===== src/rtl/sam_pkg.sv =====
// ----------------------------------------------------------------------------
// sam_pkg
// Shared widths, register indexes, format codes, types and the format clamp
// of the saturating audio mixer.
// ----------------------------------------------------------------------------
package sam_pkg;

  localparam int SAMPLE_W       = 32;
  localparam int CHAN_W         = 4;
  localparam int GAIN_W         = 16;
  localparam int MUTE_W         = 16;
  localparam int GAIN_FRAC_BITS = 14;
  localparam int MAX_CHANNELS   = 16;
  localparam int ACC_W          = 40;
  localparam int PROD_W         = SAMPLE_W + GAIN_W;
  localparam int MAG_Q_W        = PROD_W - GAIN_FRAC_BITS;
  localparam int TDATA_W        = ((SAMPLE_W + CHAN_W + 7) / 8) * 8;
  localparam int TDATA_PAD      = TDATA_W - SAMPLE_W - CHAN_W;
  localparam int CFG_INDEX_W    = 2;
  localparam int CFG_DATA_W     = 16;
  localparam int FMT_W          = 2;

  // sample format codes; code 3 falls back to the 32-bit range
  localparam logic [FMT_W-1:0] FMT_S8  = 2'd0;
  localparam logic [FMT_W-1:0] FMT_S16 = 2'd1;
  localparam logic [FMT_W-1:0] FMT_S32 = 2'd2;

  // configuration register indexes
  localparam logic [CFG_INDEX_W-1:0] CFG_FORMAT = 2'd0;
  localparam logic [CFG_INDEX_W-1:0] CFG_GAIN   = 2'd1;
  localparam logic [CFG_INDEX_W-1:0] CFG_MUTE   = 2'd2;

  localparam logic [GAIN_W-1:0] GAIN_UNITY = GAIN_W'(1 << GAIN_FRAC_BITS);

  typedef struct packed {
    logic [FMT_W-1:0]  format;
    logic [GAIN_W-1:0] gain;
    logic [MUTE_W-1:0] mute;
  } sam_cfg_t;

  typedef struct packed {
    logic [CHAN_W-1:0] channel;
    logic              last;
    logic              block_end;
  } sam_tag_t;

  // clamp a wide signed value to the range of the selected format
  function automatic logic signed [SAMPLE_W-1:0] clamp_fmt(
    input logic signed [ACC_W-1:0] v,
    input logic [FMT_W-1:0]        fmt
  );
    logic signed [ACC_W-1:0] lo;
    logic signed [ACC_W-1:0] hi;
    logic signed [ACC_W-1:0] r;
    case (fmt)
      FMT_S8: begin
        lo = ACC_W'($signed(8'h80));
        hi = ACC_W'($signed(8'h7f));
      end
      FMT_S16: begin
        lo = ACC_W'($signed(16'h8000));
        hi = ACC_W'($signed(16'h7fff));
      end
      default: begin
        lo = ACC_W'($signed({1'b1, {(SAMPLE_W-1){1'b0}}}));
        hi = ACC_W'($signed({1'b0, {(SAMPLE_W-1){1'b1}}}));
      end
    endcase
    if (v < lo) begin
      r = lo;
    end else if (v > hi) begin
      r = hi;
    end else begin
      r = v;
    end
    return $signed(r[SAMPLE_W-1:0]);
  endfunction

endpackage


===== src/rtl/saturating_audio_mixer_top.sv =====
// ----------------------------------------------------------------------------
// saturating_audio_mixer_top
// Saturating PCM mixer: gain, mute and format clamp per track, wide
// accumulation over the tracks of one channel sample.
// ----------------------------------------------------------------------------
// Usage: track samples enter on the slave stream, one transfer per track of
// one channel of one frame. s_tdata carries the sign-extended sample and the
// channel index, s_tlast marks the final track and s_tuser[0] marks the end
// of a block. On each s_tlast transfer one mixed sample leaves on the master
// stream with its channel index; m_tlast repeats the block-end flag.
// Configuration (format, gain, mute mask) is written through cfg_valid /
// cfg_index / cfg_data, always ready, and should change only while idle.
// Pipeline: a final-track transfer passes the input register, multiply stage,
// clamp stage and accumulator with output register before m_tvalid shows.
// Throughput is one transfer per cycle while the receiver does not stall.
// Reset clears the pipeline, the accumulator and loads S16, unity gain and
// no mute. When the receiver stalls, the result holds and non-final tracks
// keep flowing into the accumulator; a final-track item behind the held
// result waits until the result is taken; s_tready drops as stages fill.
// ----------------------------------------------------------------------------
module saturating_audio_mixer_top import sam_pkg::*; (
  input  logic                   clk,
  input  logic                   rst,
  input  logic                   s_tvalid,
  output logic                   s_tready,
  input  logic [TDATA_W-1:0]     s_tdata,   // sample_value, channel_index, zero pad
  input  logic                   s_tlast,   // last_track
  input  logic [0:0]             s_tuser,   // block_end
  output logic                   m_tvalid,
  input  logic                   m_tready,
  output logic [TDATA_W-1:0]     m_tdata,   // mixed_sample, out_channel, zero pad
  output logic                   m_tlast,   // out_block_end
  input  logic                   cfg_valid,
  output logic                   cfg_ready,
  input  logic [CFG_INDEX_W-1:0] cfg_index,
  input  logic [CFG_DATA_W-1:0]  cfg_data
);

  sam_cfg_t                   cfg;
  logic                       in_valid;
  logic signed [SAMPLE_W-1:0] in_sample;
  sam_tag_t                   in_tag;
  logic                       scale_ready;
  logic                       prod_valid;
  logic                       prod_ready;
  logic signed [SAMPLE_W-1:0] prod_value;
  sam_tag_t                   prod_tag;

  assign cfg_ready = 1'b1;

  always_ff @(posedge clk) begin
    if (rst) begin
      cfg.format <= FMT_S16;
      cfg.gain   <= GAIN_UNITY;
      cfg.mute   <= '0;
    end else if (cfg_valid) begin
      case (cfg_index)
        CFG_FORMAT: cfg.format <= cfg_data[FMT_W-1:0];
        CFG_GAIN:   cfg.gain   <= cfg_data[GAIN_W-1:0];
        CFG_MUTE:   cfg.mute   <= cfg_data[MUTE_W-1:0];
        default:    ;
      endcase
    end
  end

  // input register
  assign s_tready = !in_valid || scale_ready;

  always_ff @(posedge clk) begin
    if (rst) begin
      in_valid <= 1'b0;
    end else if (s_tready) begin
      in_valid <= s_tvalid;
    end
  end

  always_ff @(posedge clk) begin
    if (s_tready && s_tvalid) begin
      in_sample        <= $signed(s_tdata[SAMPLE_W-1:0]);
      in_tag.channel   <= s_tdata[SAMPLE_W +: CHAN_W];
      in_tag.last      <= s_tlast;
      in_tag.block_end <= s_tuser[0];
    end
  end

  sam_scale u_scale (
    .clk         (clk),
    .rst         (rst),
    .cfg         (cfg),
    .in_valid    (in_valid),
    .in_ready    (scale_ready),
    .in_sample   (in_sample),
    .in_tag      (in_tag),
    .out_valid   (prod_valid),
    .out_ready   (prod_ready),
    .out_product (prod_value),
    .out_tag     (prod_tag)
  );

  sam_accum u_accum (
    .clk        (clk),
    .rst        (rst),
    .format     (cfg.format),
    .in_valid   (prod_valid),
    .in_ready   (prod_ready),
    .in_product (prod_value),
    .in_tag     (prod_tag),
    .m_tvalid   (m_tvalid),
    .m_tready   (m_tready),
    .m_tdata    (m_tdata),
    .m_tlast    (m_tlast)
  );

endmodule


===== src/rtl/sam_scale.sv =====
// ----------------------------------------------------------------------------
// sam_scale
// Gain stage: magnitude times gain in one stage, sign restore and format
// clamp in the next.
// ----------------------------------------------------------------------------
module sam_scale import sam_pkg::*; (
  input  logic                       clk,
  input  logic                       rst,
  input  sam_cfg_t                   cfg,
  input  logic                       in_valid,
  output logic                       in_ready,
  input  logic signed [SAMPLE_W-1:0] in_sample,
  input  sam_tag_t                   in_tag,
  output logic                       out_valid,
  input  logic                       out_ready,
  output logic signed [SAMPLE_W-1:0] out_product,
  output sam_tag_t                   out_tag
);

  logic                a_valid;
  logic                a_ready;
  logic                a_neg;
  logic [MAG_Q_W-1:0]  a_q;
  sam_tag_t            a_tag;
  logic                b_ready;

  logic [SAMPLE_W-1:0] mag;
  logic                muted;
  logic [GAIN_W-1:0]   gain_eff;
  logic [PROD_W-1:0]   product;
  logic [MAG_Q_W:0]    q_ext;
  logic signed [MAG_Q_W:0] p_signed;

  assign b_ready  = !out_valid || out_ready;
  assign a_ready  = !a_valid || b_ready;
  assign in_ready = a_ready;

  always_comb begin
    // most negative sample gives 2^31, which still fits unsigned
    mag      = in_sample[SAMPLE_W-1] ? (~in_sample + 1'b1) : in_sample;
    muted    = (int'(in_tag.channel) < MAX_CHANNELS) && cfg.mute[in_tag.channel];
    gain_eff = muted ? '0 : cfg.gain;
    product  = PROD_W'(mag) * PROD_W'(gain_eff);
  end

  always_comb begin
    q_ext    = {1'b0, a_q};
    p_signed = $signed(a_neg ? (~q_ext + 1'b1) : q_ext);
  end

  always_ff @(posedge clk) begin
    if (rst) begin
      a_valid   <= 1'b0;
      out_valid <= 1'b0;
    end else begin
      if (a_ready) begin
        a_valid <= in_valid;
      end
      if (b_ready) begin
        out_valid <= a_valid;
      end
    end
  end

  always_ff @(posedge clk) begin
    if (a_ready && in_valid) begin
      // truncation toward zero: shift the magnitude, sign comes back later
      a_q   <= product[PROD_W-1:GAIN_FRAC_BITS];
      a_neg <= in_sample[SAMPLE_W-1];
      a_tag <= in_tag;
    end
    if (b_ready && a_valid) begin
      out_product <= clamp_fmt(ACC_W'(p_signed), cfg.format);
      out_tag     <= a_tag;
    end
  end

endmodule


===== src/rtl/sam_accum.sv =====
// ----------------------------------------------------------------------------
// sam_accum
// Saturating 40-bit accumulator and output register; closes a sum on the
// last track and clamps it to the format range.
// ----------------------------------------------------------------------------
module sam_accum import sam_pkg::*; (
  input  logic                       clk,
  input  logic                       rst,
  input  logic [FMT_W-1:0]           format,
  input  logic                       in_valid,
  output logic                       in_ready,
  input  logic signed [SAMPLE_W-1:0] in_product,
  input  sam_tag_t                   in_tag,
  output logic                       m_tvalid,
  input  logic                       m_tready,
  output logic [TDATA_W-1:0]         m_tdata,  // mixed_sample, out_channel, zero pad
  output logic                       m_tlast   // out_block_end
);

  logic signed [ACC_W-1:0]    acc;
  logic signed [ACC_W:0]      sum;
  logic signed [ACC_W-1:0]    acc_next;
  logic                       out_free;
  logic                       take;
  logic signed [SAMPLE_W-1:0] mixed_sample;
  logic [CHAN_W-1:0]          out_channel;

  assign out_free = !m_tvalid || m_tready;
  // a non-final track never waits for the output side
  assign in_ready = !in_tag.last || out_free;
  assign take     = in_valid && in_ready;

  always_comb begin
    sum = (ACC_W+1)'(acc) + (ACC_W+1)'(in_product);
    if (sum[ACC_W] != sum[ACC_W-1]) begin
      acc_next = sum[ACC_W] ? $signed({1'b1, {(ACC_W-1){1'b0}}})
                            : $signed({1'b0, {(ACC_W-1){1'b1}}});
    end else begin
      acc_next = sum[ACC_W-1:0];
    end
  end

  always_ff @(posedge clk) begin
    if (rst) begin
      acc      <= '0;
      m_tvalid <= 1'b0;
    end else begin
      if (take) begin
        acc <= in_tag.last ? '0 : acc_next;
      end
      if (take && in_tag.last) begin
        m_tvalid <= 1'b1;
      end else if (m_tready) begin
        m_tvalid <= 1'b0;
      end
    end
  end

  always_ff @(posedge clk) begin
    if (take && in_tag.last) begin
      mixed_sample <= clamp_fmt(acc_next, format);
      out_channel  <= in_tag.channel;
      m_tlast      <= in_tag.block_end;
    end
  end

  assign m_tdata = {{TDATA_PAD{1'b0}}, out_channel, mixed_sample};

endmodule


===== config.mk =====
export PLATFORM = sky130hd
export DESIGN_NAME = saturating_audio_mixer_top
export DESIGN_NICKNAME = d
export VERILOG_FILES = /design/src/rtl/sam_pkg.sv /design/src/rtl/saturating_audio_mixer_top.sv /design/src/rtl/sam_scale.sv /design/src/rtl/sam_accum.sv
export SDC_FILE = /design/constraint.sdc
export NUM_CORES = 2
export LEC_CHECK = 0
export BUFFER_PORTS_ARGS = -buffer_cell sky130_fd_sc_hd__buf_2
export CORE_ASPECT_RATIO = 0.75
export CORE_MARGIN = 3
export CORE_UTILIZATION = 58
export CTS_BUF_LIST = sky130_fd_sc_hd__clkbuf_16
export DETAILED_ROUTE_END_ITERATION = 16
export MAX_ROUTING_LAYER = met4
export PLACE_DENSITY = 0.88
export SETUP_SLACK_MARGIN = 0.02
export SYNTH_ARGS = -nofsm -noshare
export SYNTH_HDL_FRONTEND = slang
export SYNTH_SLANG_ARGS = --single-unit

===== constraint.sdc =====
create_clock -name clk -period 9 [get_ports clk]
set_input_delay 0.45 -clock clk [delete_from_list [all_inputs] [get_ports clk]]
set_output_delay 0.45 -clock clk [all_outputs]
set_load 0.005 [all_outputs]

==> run summary <==
syn avg cell area: 9.01 um2
CP most frequent cell: fa_1
vias: 25500
Synth cell types: 79
Die Span Y: 203 um
Synth Flop Type: edfxtp_1
DRC: 0
most frequent cells in the layout: inv_1 (471), nand2_1 (441), fa_1 (407), nor2_1 (385), ha_1 (244)
CP Data Required Time: 9.31 ns
final non-filler cell total: 4214
Setup Skew: 0.0215 ns
RePlAce Congestion: 0.980
Crit-path slowest cell: or4_4
PwrDens: 139 mW/mm2
IO Count: 109
Tmin final: 9.17 ns
CORE AREA: 0.0505 mm2
worst slew pin tran: 1.29 ns
leakage power: 15.4 nW
initial antenna violation count: 3
Layout fillers: 3689
CP startpoint kind: register
CTS Sinks: 232
max-slew violations: 0
CTS tree: done
Num CTS Buffers: 26
TNS Setup: -0.232 ns
die area: 0.0543 mm2
H-tree depth: 1
Starting DRT DRC Count: 3064
input/output buffers: 99
failing checks: negative setup slack
sequential fraction of the synthesis area: 0.207
FF+latch count, synth: 232
Die Width: 268 um
Max Buffers Root-to-Sink: 3
root buffer cell: clkbuf_16
area grow syn2layout: 13.4%
hold buffers post-CTS: 0
total chip power: 4.73 mW
vias in the first global route: 25600
dpl hpwl: 66700 um
DRT Wirelength: 87400 um
pre-CTS WS: -0.398 ns
max_cap viols: 0
Skew-Pair Late Insertion Delay: 0.59 ns
Global Route Usage Sum: 0.327
fraction of registers with async set or reset after synthesis: 0
period utilization: 1.02
CP bufs+invs: 6
fmax: 109 MHz
share of post-route cells with drive strength above 1: 0.144
WL per Instance: 20.7 um
commonest non-fill, non-tap cell in the layout: inv_1
synthesis warning total: 0
post-synth top area share: 0.280
HP Class: input pin to register
DRT Pass-1 Iters: 6
Post-Syn Area: 0.0299 mm2
largest net degree at the start of global routing: 79
worst path arrival time: 9.48 ns
critical path class: register to register
worst setup margin: -0.169 ns
synth top area cells: fa_1 (28%), edfxtp_1 (15%), ha_1 (11%)
Final Hold Viols: 0
Initial Util: 0.591
post-synth top area cell: fa_1
Post-synth EDFFs: 154
# setup viols final: 2
Layout Nets: 4270
Largest delay share family, worst path: adder cells
maximum vdd drop: 183 uV
RSZ-0062 raised after global routing: yes
critical path peak fanout: 4
Overflow after GRT: 0
area of the multi-input gates: 0.0220 mm2
Synth Instances: 3317
Critical Path End Type: register
status: finished with violations
register area: 0.00619 mm2
row count: 71
Placed Instances: 4126
post-route cell area: 0.0339 mm2
max_slew headroom: 0.134
first-pass GRT wire length: 136000 um
DP Area: 0.0321 mm2
Via density: 6.06
Post-DRT Antenna Nets: 0
Final Core Density: 0.671
CTS clk-pin slew, worst paths: 0.06 ns
CP max stage delay: 0.53 ns
WHS: 0.0409 ns
cells in the mapped netlist (all sizes together), types with 12 or more instances:
library cell and count:
and2 23, o21ai 83, nand2 448, nand2b 13
ha 257, o211ai 13, o21bai 12, nand3 22
a22oi 36, xor2 61, nor2 388, nand4 36
o31ai 24, o21a 23, nor2b 21, nor3 56
edfxtp 154, xnor2 94, dfxtp 78, a21oi 172
or3 18, a21o 54, or4 16, inv 481
clkbuf 123, buf 19, a211oi 18, fa 418
where the power goes:
group / total, mW / internal [mW] / switching (mW)
Sequential: 1.33 / 1.26 / 0.0753
Combinational: 2.35 / 0.976 / 1.37
Clock: 1.05 / 0.556 / 0.492
Total: 4.73 / 2.79 / 1.94
layer usage:
metal | GRT usage | share of wire
met1 | 0.436 | 0.38
met3 | 0.103 | 0.14
met2 | 0.468 | 0.44
met5 | - | 0
met4 | 0.122 | 0.044
worst paths after layout:
kind                                   start                           end  slack (ns)  cells after the start
hold reg to reg   u_scale.a_tag[3]$_DFFE_PP_  u_scale.out_tag[3]$_DFFE_PP_        0.42                      0
hold / removal                    s_tdata[5]        in_sample[5]$_DFFE_PP_        0.04                      1
setup / recovery      in_sample[0]$_DFFE_PP_     u_scale.a_q[33]$_DFFE_PP_       -0.17                     31
setup reg to reg      in_sample[0]$_DFFE_PP_     u_scale.a_q[33]$_DFFE_PP_       -0.17                     31
flip-flops by register name, indices dropped and copies added, names as in the netlist, 4 cells and up:
register / flops
u_accum.mixed_sample: 32
in_tag: 6
u_accum.acc: 40
u_scale.out_product: 32
in_sample: 32
u_scale.a_q: 34
u_scale.a_tag: 6
u_scale.out_tag: 6
cfg: 34
u_accum.out_channel: 4
final cells by class:
| cell class | instances | area share |
|---|---|---|
| multi-input cells | 2465 | 0.649 |
| flip-flops and latches | 232 | 0.182 |
| well taps | 657 | 0.0243 |
| repair buffers | 324 | 0.0659 |
| diodes | 7 | 0.000517 |
| clock buffers | 27 | 0.0199 |
| inverters | 481 | 0.0533 |
| clock inverters | 21 | 0.00424 |
cell families (layout without fill, tap and decap cells):
| kind of cell | Yosys count | count (layout) | share of synthesized area |
|---|---|---|---|
| DFF | 232 | 232 | 0.207 |
| buffers and inverters | 623 | 853 | 0.0803 |
| other | 2 | 12 | 0.000251 |
| adders and majority gates | 675 | 675 | 0.388 |
| muxes | 19 | 19 | 0.00808 |
| xor gates and xnor gates | 155 | 155 | 0.0454 |
| AOI/OAI and AO/OA | 521 | 521 | 0.114 |
| and+or+nand+nor | 1090 | 1090 | 0.158 |
timing repair:
item / 4_1_cts / 5_1_grt
buffers inserted: 10 / 23
setup endpoints to repair: 13 / 23
pin swaps: 8 / 86
resized for setup: 26 / 114
gates cloned: 0 / 0
No activity file was read; power rests on OpenSTA's default activity.
